==> config.mk <==
export PLATFORM = sky130hd
export DESIGN_NAME = integer_field_formatter_unit
export DESIGN_NICKNAME = d
export VERILOG_FILES = /design/src/hdl/ifmt_pkg.sv /design/src/hdl/ifmt_bin2bcd.sv /design/src/hdl/ifmt_emitter.sv /design/src/hdl/integer_field_formatter_unit.sv
export SDC_FILE = /design/constraint.sdc
export NUM_CORES = 1
export LEC_CHECK = 0
export BUFFER_PORTS_ARGS = -buffer_cell sky130_fd_sc_hd__buf_2
export CAP_MARGIN = 40
export CORE_MARGIN = 2
export CORE_UTILIZATION = 51
export DETAILED_ROUTE_END_ITERATION = 7
export HOLD_SLACK_MARGIN = 0.08
export PLACE_DENSITY_LB_ADDON = 0.15
export SYNTH_ARGS = -nofsm -noshare
export SYNTH_HDL_FRONTEND = slang
export SYNTH_SLANG_ARGS = --single-unit
==> constraint.sdc <==
create_clock -name aclk -period 8.9 [get_ports aclk]
set_input_delay 0.445 -clock aclk [delete_from_list [all_inputs] [get_ports aclk]]
set_output_delay 0.445 -clock aclk [all_outputs]
set_load 0.01 [all_outputs]
==> src/hdl/ifmt_pkg.sv <==
// ----------------------------------------------------------------------------
// ifmt_pkg
// types and constants of the integer field formatter
// ----------------------------------------------------------------------------
package ifmt_pkg;

    localparam int VAL_W      = 32;
    localparam int NUM_DIGITS = 10;
    localparam int DIG_W      = 4 * NUM_DIGITS;
    localparam int CNT_W      = 7;

    // a field never exceeds this many characters
    localparam logic [CNT_W-1:0] OUT_LIMIT = 7'd64;

    localparam logic [7:0] CH_SPACE   = 8'h20;
    localparam logic [7:0] CH_MINUS   = 8'h2D;
    localparam logic [7:0] CH_ZERO    = 8'h30;
    // 'a' minus ten, so nibble 10 maps to 'a'
    localparam logic [7:0] CH_HEX_OFS = 8'h57;

    localparam logic CMD_DEC = 1'b0;
    localparam logic CMD_HEX = 1'b1;

    typedef enum logic [1:0] {
        CT_IDLE,
        CT_START,
        CT_CONV,
        CT_BUSY
    } ctl_state_t;

    typedef enum logic [1:0] {
        EM_IDLE,
        EM_NORM,
        EM_EMIT
    } emit_state_t;

    typedef struct packed {
        logic [DIG_W-1:0] digits;
        logic             neg;
        logic             has_prec;
        logic [CNT_W-1:0] prec;
        logic [CNT_W-1:0] width;
        logic             zero_val;
    } ifmt_load_t;

endpackage

==> src/hdl/ifmt_bin2bcd.sv <==
// ----------------------------------------------------------------------------
// ifmt_bin2bcd
// bit-serial binary to bcd converter, one input bit per cycle (shift-add-3)
// ----------------------------------------------------------------------------
module ifmt_bin2bcd import ifmt_pkg::*; (
    input  logic             aclk,
    input  logic             aresetn,
    input  logic             start,
    input  logic [VAL_W-1:0] bin_in,
    output logic             done,
    output logic [DIG_W-1:0] bcd_out
);

    localparam int BIT_CNT_W = $clog2(VAL_W);
    localparam logic [BIT_CNT_W-1:0] LAST_BIT = BIT_CNT_W'(VAL_W - 1);

    logic                 busy_reg, busy_next;
    logic                 done_reg, done_next;
    logic [BIT_CNT_W-1:0] cnt_reg, cnt_next;
    logic [VAL_W-1:0]     bin_reg, bin_next;
    logic [DIG_W-1:0]     bcd_reg, bcd_next;
    logic [DIG_W-1:0]     adj;

    // digits of five or more get three added before the shift
    always_comb begin
        for (int i = 0; i < NUM_DIGITS; i++) begin
            adj[i*4 +: 4] = (bcd_reg[i*4 +: 4] >= 4'd5) ? bcd_reg[i*4 +: 4] + 4'd3
                                                        : bcd_reg[i*4 +: 4];
        end
    end

    always_comb begin
        busy_next = busy_reg;
        done_next = 1'b0;
        cnt_next  = cnt_reg;
        bin_next  = bin_reg;
        bcd_next  = bcd_reg;
        if (start) begin
            busy_next = 1'b1;
            cnt_next  = '0;
            bin_next  = bin_in;
            bcd_next  = '0;
        end else if (busy_reg) begin
            bcd_next = {adj[DIG_W-2:0], bin_reg[VAL_W-1]};
            bin_next = {bin_reg[VAL_W-2:0], 1'b0};
            cnt_next = cnt_reg + 1'b1;
            if (cnt_reg == LAST_BIT) begin
                busy_next = 1'b0;
                done_next = 1'b1;
            end
        end
    end

    always_ff @(posedge aclk) begin
        if (!aresetn) begin
            busy_reg <= 1'b0;
            done_reg <= 1'b0;
        end else begin
            busy_reg <= busy_next;
            done_reg <= done_next;
        end
    end

    always_ff @(posedge aclk) begin
        cnt_reg <= cnt_next;
        bin_reg <= bin_next;
        bcd_reg <= bcd_next;
    end

    assign done    = done_reg;
    assign bcd_out = bcd_reg;

endmodule

==> src/hdl/ifmt_emitter.sv <==
// ----------------------------------------------------------------------------
// ifmt_emitter
// digit shift register, leading-zero strip and character sequencer
// ----------------------------------------------------------------------------
module ifmt_emitter import ifmt_pkg::*; (
    input  logic       aclk,
    input  logic       aresetn,
    input  logic       load,
    input  ifmt_load_t load_data,
    output logic       idle,
    output logic       m_valid,
    input  logic       m_ready,
    output logic [7:0] m_out_char,
    output logic       m_last
);

    emit_state_t      state_reg, state_next;
    logic [DIG_W-1:0] dig_reg;
    logic [3:0]       ndig_reg;
    logic             neg_reg, has_prec_reg, zero_val_reg;
    logic [CNT_W-1:0] prec_reg, width_reg;
    logic [CNT_W-1:0] npad_reg, sign_end_reg, zero_end_reg, len_reg, pos_reg;
    logic             valid_reg;
    logic [7:0]       char_reg;
    logic             last_reg;

    logic [3:0]       top_nib;
    logic             norm_shift, fin, emit_fire, emit_last, in_digits;
    logic [CNT_W-1:0] ndig_eff, plen, body, total, len_fin;
    logic [7:0]       char_next;

    assign top_nib = dig_reg[DIG_W-1 -: 4];

    // field layout once the digit count is settled
    always_comb begin
        ndig_eff = (has_prec_reg && prec_reg == '0 && zero_val_reg) ? '0
                                                                    : CNT_W'(ndig_reg);
        plen     = (has_prec_reg && prec_reg > ndig_eff) ? prec_reg : ndig_eff;
        body     = plen + CNT_W'(neg_reg);
        total    = (width_reg > body) ? width_reg : body;
        len_fin  = (total > OUT_LIMIT) ? OUT_LIMIT : total;
    end

    always_comb begin
        in_digits = (pos_reg >= zero_end_reg);
        if (pos_reg < npad_reg) begin
            char_next = CH_SPACE;
        end else if (pos_reg < sign_end_reg) begin
            char_next = CH_MINUS;
        end else if (!in_digits) begin
            char_next = CH_ZERO;
        end else if (top_nib < 4'd10) begin
            char_next = {4'h0, top_nib} + CH_ZERO;
        end else begin
            char_next = {4'h0, top_nib} + CH_HEX_OFS;
        end
    end

    // outputs of the sequencer
    always_comb begin
        idle       = (state_reg == EM_IDLE);
        norm_shift = (state_reg == EM_NORM) && (top_nib == 4'h0) && (ndig_reg > 4'd1);
        fin        = (state_reg == EM_NORM) && !norm_shift;
        emit_fire  = (state_reg == EM_EMIT) && (!valid_reg || m_ready);
        emit_last  = (pos_reg == len_reg - 1'b1);
    end

    always_comb begin
        state_next = state_reg;
        case (state_reg)
            EM_IDLE: begin
                if (load) state_next = EM_NORM;
            end
            EM_NORM: begin
                if (fin) state_next = (len_fin == '0) ? EM_IDLE : EM_EMIT;
            end
            EM_EMIT: begin
                if (emit_fire && emit_last) state_next = EM_IDLE;
            end
            default: state_next = EM_IDLE;
        endcase
    end

    always_ff @(posedge aclk) begin
        if (!aresetn) begin
            state_reg <= EM_IDLE;
            valid_reg <= 1'b0;
        end else begin
            state_reg <= state_next;
            if (emit_fire) begin
                valid_reg <= 1'b1;
            end else if (m_ready) begin
                valid_reg <= 1'b0;
            end
        end
    end

    always_ff @(posedge aclk) begin
        if (load && state_reg == EM_IDLE) begin
            dig_reg      <= load_data.digits;
            ndig_reg     <= 4'(NUM_DIGITS);
            neg_reg      <= load_data.neg;
            has_prec_reg <= load_data.has_prec;
            prec_reg     <= load_data.prec;
            width_reg    <= load_data.width;
            zero_val_reg <= load_data.zero_val;
        end else if (norm_shift) begin
            dig_reg  <= {dig_reg[DIG_W-5:0], 4'h0};
            ndig_reg <= ndig_reg - 1'b1;
        end else if (emit_fire && in_digits) begin
            dig_reg <= {dig_reg[DIG_W-5:0], 4'h0};
        end
        if (fin) begin
            npad_reg     <= total - body;
            sign_end_reg <= total - plen;
            zero_end_reg <= total - ndig_eff;
            len_reg      <= len_fin;
            pos_reg      <= '0;
        end else if (emit_fire) begin
            pos_reg <= pos_reg + 1'b1;
        end
        if (emit_fire) begin
            char_reg <= char_next;
            last_reg <= emit_last;
        end
    end

    assign m_valid    = valid_reg;
    assign m_out_char = char_reg;
    assign m_last     = last_reg;

endmodule

==> src/hdl/integer_field_formatter_unit.sv <==
// ----------------------------------------------------------------------------
// integer_field_formatter_unit
// printf-style integer field formatter, one ascii character per transfer
// ----------------------------------------------------------------------------
// input channel s_*: command (0 signed decimal, 1 lowercase hex), value,
// min_width and a signed precision (negative means none). result channel m_*:
// one character per transfer, m_last on the final character of the field.
// a field with no characters (zero, precision 0, width 0) gives no transfer.
// one field is worked on at a time; s_ready is high only while idle.
// an input transfer is registered, then a start state hands the value on: hex
// goes straight to the emitter, while decimal first passes the bit-serial bcd
// conversion, one value bit per cycle. the emitter then strips leading zeros,
// one digit per cycle, and settles the field layout. characters then leave at
// one per cycle while the receiver takes them; a new field is accepted only
// once the emitter has issued the last character of the current one.
// the last character sits in the output register while the next field is
// accepted and converted. a stalled receiver holds the current character and
// pauses the sequencer. synchronous reset clears all control state and drops
// m_valid; no clearing pass is needed.
// ----------------------------------------------------------------------------
module integer_field_formatter_unit import ifmt_pkg::*; #(
    parameter int MAX_WIDTH = 64
) (
    input  logic              aclk,
    input  logic              aresetn,
    input  logic              s_valid,
    output logic              s_ready,
    input  logic              s_command,
    input  logic [31:0]       s_value,
    input  logic [6:0]        s_min_width,
    input  logic signed [6:0] s_precision,
    output logic              m_valid,
    input  logic              m_ready,
    output logic [7:0]        m_out_char,
    output logic              m_last
);

    localparam logic [CNT_W-1:0] MAX_W = CNT_W'(MAX_WIDTH);

    ctl_state_t       state_reg, state_next;
    logic             cmd_reg, neg_reg, has_prec_reg, zero_reg;
    logic [VAL_W-1:0] mag_reg;
    logic [CNT_W-1:0] width_reg, prec_reg;

    logic             accept;
    logic             bcd_start, bcd_done;
    logic [DIG_W-1:0] bcd;
    logic             em_load, em_idle;
    ifmt_load_t       load_data;

    assign accept = s_valid && s_ready;

    always_comb begin
        state_next = state_reg;
        case (state_reg)
            CT_IDLE: begin
                if (accept) state_next = CT_START;
            end
            CT_START: begin
                state_next = (cmd_reg == CMD_HEX) ? CT_BUSY : CT_CONV;
            end
            CT_CONV: begin
                if (bcd_done) state_next = CT_BUSY;
            end
            CT_BUSY: begin
                if (em_idle) state_next = CT_IDLE;
            end
            default: state_next = CT_IDLE;
        endcase
    end

    always_comb begin
        s_ready   = (state_reg == CT_IDLE);
        bcd_start = (state_reg == CT_START) && (cmd_reg == CMD_DEC);
        em_load   = ((state_reg == CT_START) && (cmd_reg == CMD_HEX)) ||
                    ((state_reg == CT_CONV) && bcd_done);
        load_data.digits   = (cmd_reg == CMD_HEX) ? {{(DIG_W-VAL_W){1'b0}}, mag_reg} : bcd;
        load_data.neg      = neg_reg;
        load_data.has_prec = has_prec_reg;
        load_data.prec     = prec_reg;
        load_data.width    = width_reg;
        load_data.zero_val = zero_reg;
    end

    always_ff @(posedge aclk) begin
        if (!aresetn) begin
            state_reg <= CT_IDLE;
        end else begin
            state_reg <= state_next;
        end
    end

    // capture the item, take the magnitude and clamp width and precision
    always_ff @(posedge aclk) begin
        if (accept) begin
            cmd_reg      <= s_command;
            neg_reg      <= (s_command == CMD_DEC) && s_value[VAL_W-1];
            mag_reg      <= ((s_command == CMD_DEC) && s_value[VAL_W-1]) ? ~s_value + 1'b1
                                                                         : s_value;
            zero_reg     <= (s_value == '0);
            width_reg    <= (s_min_width > MAX_W) ? MAX_W : s_min_width;
            has_prec_reg <= !s_precision[6];
            if (s_precision[6]) begin
                prec_reg <= '0;
            end else begin
                prec_reg <= ($unsigned(s_precision) > MAX_W) ? MAX_W : $unsigned(s_precision);
            end
        end
    end

    ifmt_bin2bcd u_bin2bcd (
        .aclk    (aclk),
        .aresetn (aresetn),
        .start   (bcd_start),
        .bin_in  (mag_reg),
        .done    (bcd_done),
        .bcd_out (bcd)
    );

    ifmt_emitter u_emitter (
        .aclk       (aclk),
        .aresetn    (aresetn),
        .load       (em_load),
        .load_data  (load_data),
        .idle       (em_idle),
        .m_valid    (m_valid),
        .m_ready    (m_ready),
        .m_out_char (m_out_char),
        .m_last     (m_last)
    );

endmodule

After elaboration in Yosys (flattened, before gate mapping)
Index checks and enable logic that the tools add are counted.
W data, S select, Z words.

word-level totals
  register bits after elaboration = 239
  word-level logic and storage cells = 168

operators by class
  $add $sub $neg = 21
  magnitude comparators = 20
  eq/ne operators = 13
  multiplexer cells = 41
  bitwise gates (word level) = 6
  reduce and logical (&&, ||, !) cells = 35

operators by type and width
  kind                     count
  $mux W40                 4
  $mux W32                 3
  $mux W4                  11
  $ge A4 B3 Y1 const B     10
  $add A4 B2 Y4 const B    9
  $add A32 B1 Y32 const B  1
  $logic_not A32 Y1        1
  $not A32 Y32             1
  $mux W7                  4
  $gt A7 B7 Y1 const B     3
  $sub A7 B7 Y7            3
  $logic_and A1 B1 Y1      15
  $gt A7 B7 Y1             2
  $logic_not A7 Y1         2
  $lt A7 B7 Y1             2
  $mux W2                  7
  $add A4 B7 Y8 const B    1
  $mux W8                  1
  $ne A2 B1 Y1 const B     4
  $pmux W2 S4              1
  $add A4 B6 Y7 const B    1
  $add A7 B1 Y7            1
  $add A7 B1 Y7 const B    1
  $eq A7 B7 Y1             1
  25 further kinds         47

Depth between registers and ports, before layout
  depth after elaboration = 16
  mapped depth = 32

Cells and area by module
From an unflattened synthesis, not the netlist that was laid out.

second synthesis, totals
  cells, all modules = 1232
  area total of the unflattened synthesis = 13133.8 µm²

modules (own cells, without submodules)
  module                        times used  cells an instance  area an instance (µm²)
  ifmt_emitter                  1           584                6098.3
  ifmt_bin2bcd                  1           402                4076.4
  integer_field_formatter_unit  1           246                2959.1

Worst setup path after synthesis
OpenSTA, ideal clock, no wires.

  path type = register to register
  start point = register u_emitter.prec_reg[4]
  end point = register u_emitter.sign_end_reg[6] (data pin)
  setup time = 0.258 ns
  data arrival time = 6.680 ns
  data required time = 8.642 ns
  path slack = 1.963 ns
  stages on the path, launching flop included = 31
  cell sequence = edfxtp_1 > or3_4 > nand4b_1 > and2_1 > ha_1 > nand4_1 > o21ai_1 > a21oi_1 > clkbuf_1 > mux2_2 > ha_1 > ha_1 > and3_1 > nand3_1 > xnor2_1 > nand2_1 > ha_1 > a31oi_1 > inv_1 > o311a_1 > nand2_1 > mux2i_1 > ha_1 > inv_1 > fa_1 > a21o_1 > a21oi_1 > o21bai_1 > a21oi_1 > xor2_1 > xnor2_1

between the ends
  cells in the longest elaborated chain, start to end = 11

ends and longest elaborated chain
  what                              RTL line             text
  start: declaration                ifmt_emitter.sv:21   logic [CNT_W-1:0] prec_reg, width_reg;
  start signal: assignment          ifmt_emitter.sv:104  prec_reg <= load_data.prec;
  $logic_not A7 Y1                  ifmt_emitter.sv:36   ndig_eff = (has_prec_reg && prec_reg == '0 && zero_val_reg) ? '0
  $logic_and A1 B1 Y1 (2 in a row)  ifmt_emitter.sv:36
  $mux W4                           ifmt_emitter.sv:36
  $gt A7 B7 Y1                      ifmt_emitter.sv:38   plen = (has_prec_reg && prec_reg > ndig_eff) ? prec_reg : ndig_eff;
  $logic_and A1 B1 Y1               ifmt_emitter.sv:38
  $mux W7 (*)                       ifmt_emitter.sv:38
  $add A7 B1 Y7                     ifmt_emitter.sv:39   body = plen + CNT_W'(neg_reg);
  $gt A7 B7 Y1                      ifmt_emitter.sv:40   total = (width_reg > body) ? width_reg : body;
  $mux W7                           ifmt_emitter.sv:40
  $sub A7 B7 Y7 (*)                 ifmt_emitter.sv:115  sign_end_reg <= total - plen;
  end signal: assignment            ifmt_emitter.sv:115
  end: declaration                  ifmt_emitter.sv:22   logic [CNT_W-1:0] npad_reg, sign_end_reg, zero_end_reg, len_reg, pos_reg;

Mark *: on every way between the ends. The rest lies on a longest branch, timed or not.
A chain may end at the register's enable or synchronous reset.

Final worst setup path
  start point = register u_emitter.prec_reg[5]
  end point = register u_emitter.sign_end_reg[6] (data pin)

The elaborated chain is that of the path after synthesis.

==> flow_summary.ini <==
[cells_and_area]
nFillCells = 2079
final_cell_mix = edfxtp_1, nand2_1, nor2_1, inv_1, ha_1
diodes = 0
drive_gt1_share_pct = 13.0
syn_to_final_growth_pct = 12.7
fin_util_pct = 58.3
multi_input_area_mm2 = 0.00558
final_nets = 1347
seqCellArea_mm2 = 0.00652
design_area_mm2 = 0.0141
layout_commonest_cell = edfxtp_1

[clock_network]
numCtsBuffers = 26
cts_hold_buf = 0
post_cts_buffers = 0
path_clk_slew_ns = 0.06
cts_max_level = 1
cts_resized = 0
clockRootBuffer = clkbuf_16
cts_tree = done
cts-root-to-sink-buffers = 3
clock_latency_ns = 0.52
cts_sinks = 238

[place]
numPortBuffers = 60
gp_congestion = 0.822
dpl-instance-area_mm2 = 0.0132
hpwlAfterDp_mm = 16.8

[job]
cap_viol_max_count = 0

[detailed_routing]
drt_iter0_drc = 499
avgViaCountPerCell = 5.28
wire_per_inst_um = 15.2
routed_wirelength_mm = 23.7
vias = 8224
first_pass_iters = 4
ant_nets = 0
route.detailed.drc = 0

[floorplanning]
die_w_um = 161
start_util_pct = 51.7
die_y_um = 161
dieArea_mm2 = 0.0258
core_area_mm2 = 0.0242
row_count = 57
ios = 62

[synthesis]
netlist_instances = 1156
synth_edf_count = 175
avgSynthCellArea_um2 = 10.8
ys_ff_latch = 238
ys_seq_area_share_pct = 52.0
ys_types = 59
ys_warn_count = 0
synthArstFlopShare_pct = 0
synth_ff_type = edfxtp_1
syn_area_mm2 = 0.0125

[power_and_ir_drop]
p_per_area_mw_per_mm2 = 288
p_leak_nw = 5.68
vdd_drop_max_mv = 0.178

[grt]
antenna_found_initial = 0
grt_pass1_wl_mm = 39.9
gr-total-overflow = 0
grt_pass1_vias = 8022
grt_max_degree = 78
grt.total_usage_pct = 18.8

[setup_path]
cp.required_ns = 9.18
start_kind = flip-flop
path_class = reg -> reg
worstPathMaxFanout = 12
critPathArrivalTime_ns = 8.28
end_kind = flip-flop
worst_path_largest_cell_delay_ns = 0.72
critPathSlowestCell = a21oi_1

[timing]
setup_tns_ns = 0
hold_viol = 0
fin_skew_ns = 0.0120
hold_ws_ns = 0.132
period_share_pct = 90.0
rsz0062_at_grt = no
report.final.slew_viol_count = 0
worst_pin_slew_ns = 0.916
fmax_mhz = 125
post-route-min-period_ns = 8.01
setup_viol = 0
slew_headroom_pct = 39.0

[run_status]
outcome = finished clean

[hold_path]
hold_path_class = in -> reg
worst max-delay path: cells and delay by family, from the launching register on:
kind / cells / cell delay (ns)
compound gates: 10 / 2.70
simple gates: 9 / 1.73
fa+ha+maj: 4 / 1.33
mux: 2 / 0.80
flops: 1 / 0.46
xor+xnor: 3 / 0.37
buf+inv: 2 / 0.35
cells in the mapped netlist, types with 3 or more instances:
cell type  count  area, µm²
nor2b_1       22        138
mux2i_1       51        510
fa_1           3       60.1
ha_1          78        976
xnor2_1       54        473
or3_1          4       25.0
nand4_1        5       31.3
a31oi_1        4       25.0
xor2_1        36        315
nor4_1         7       43.8
nand2_1       92        345
dfxtp_1       63       1260
buf_1         11       41.3
nand3b_1       6       45.0
o21ai_0       76        380
o41ai_1        4       35.0
nand2b_1      27        169
o31ai_1        7       52.6
nand3_1       22        110
or4_1          3       22.5
a22oi_1        3       22.5
mux2_2        35        394
clkbuf_1      28        105
edfxtp_1     175       5260
o21a_1         8       60.1
nor3_1        22        110
inv_1         78        293
and2_1         7       43.8
and3_1         5       31.3
nor2_1        90        338
a21oi_1       71        355
a21o_1        25        188
worst paths after layout:
kind                                to                   from  slack [ns]  depth (start not counted)
min                         mag_reg[0]             s_value[0]        0.13                          1
max          u_emitter.sign_end_reg[6]  u_emitter.prec_reg[5]        0.89                         30
min reg2reg      u_emitter.prec_reg[6]            prec_reg[6]        0.42                          0
max reg2reg  u_emitter.sign_end_reg[6]  u_emitter.prec_reg[5]        0.89                         30
through the flow:
| stage | std cells | setup WS (ns) | total power (W) |
|---|---|---|---|
| detailed placement | 1511 | 0.977 | 0.00299 |
| global route | 1559 | 0.212 | 0.00433 |
| finish | 1559 | 0.893 | 0.00406 |
| CTS | 1559 | 0.929 | 0.00410 |
| global placement | 1508 | 1.18 | 0.00294 |
| floorplan | 1157 | 1.96 | 0.00264 |
kinds of logic (layout without fill, tap and decap cells):
| logic type | count (synthesis) | count (layout) | share of synthesized area (%) |
|---|---|---|---|
| buffers and inverters | 120 | 198 | 3.63 |
| DFF | 238 | 238 | 52.0 |
| muxes | 86 | 86 | 7.22 |
| other | 2 | 3 | 0.0599 |
| and+or+nand+nor | 322 | 322 | 12.3 |
| xor gates and xnor gates | 90 | 90 | 6.29 |
| AOI/OAI and AO/OA | 215 | 215 | 10.1 |
| adders and majority gates | 83 | 83 | 8.45 |
metal layers:
layer  GRT usage, %  vias up  wire length, µm
met3           2.04       28              919
met4           4.38        0              339
li1               -     4199                -
met5              0        -                0
met2           30.2      164            10400
met1           27.7     3833            12100
power breakdown:
part           switching (W)  internal [W]  total (W)
clock               0.000427      0.000684    0.00111
combinational       0.000728      0.000531    0.00126
sequential          0.000124       0.00157    0.00169
cell type report:
type	count	share of cell area, %
tap	324	2.87
multi-input combinational	799	39.5
inverter	80	2.13
clock buffer	39	5.69
timing repair buffer	70	2.92
clock inverter	9	0.762
sequential	238	46.1
No activity file was read; power rests on OpenSTA's default activity.
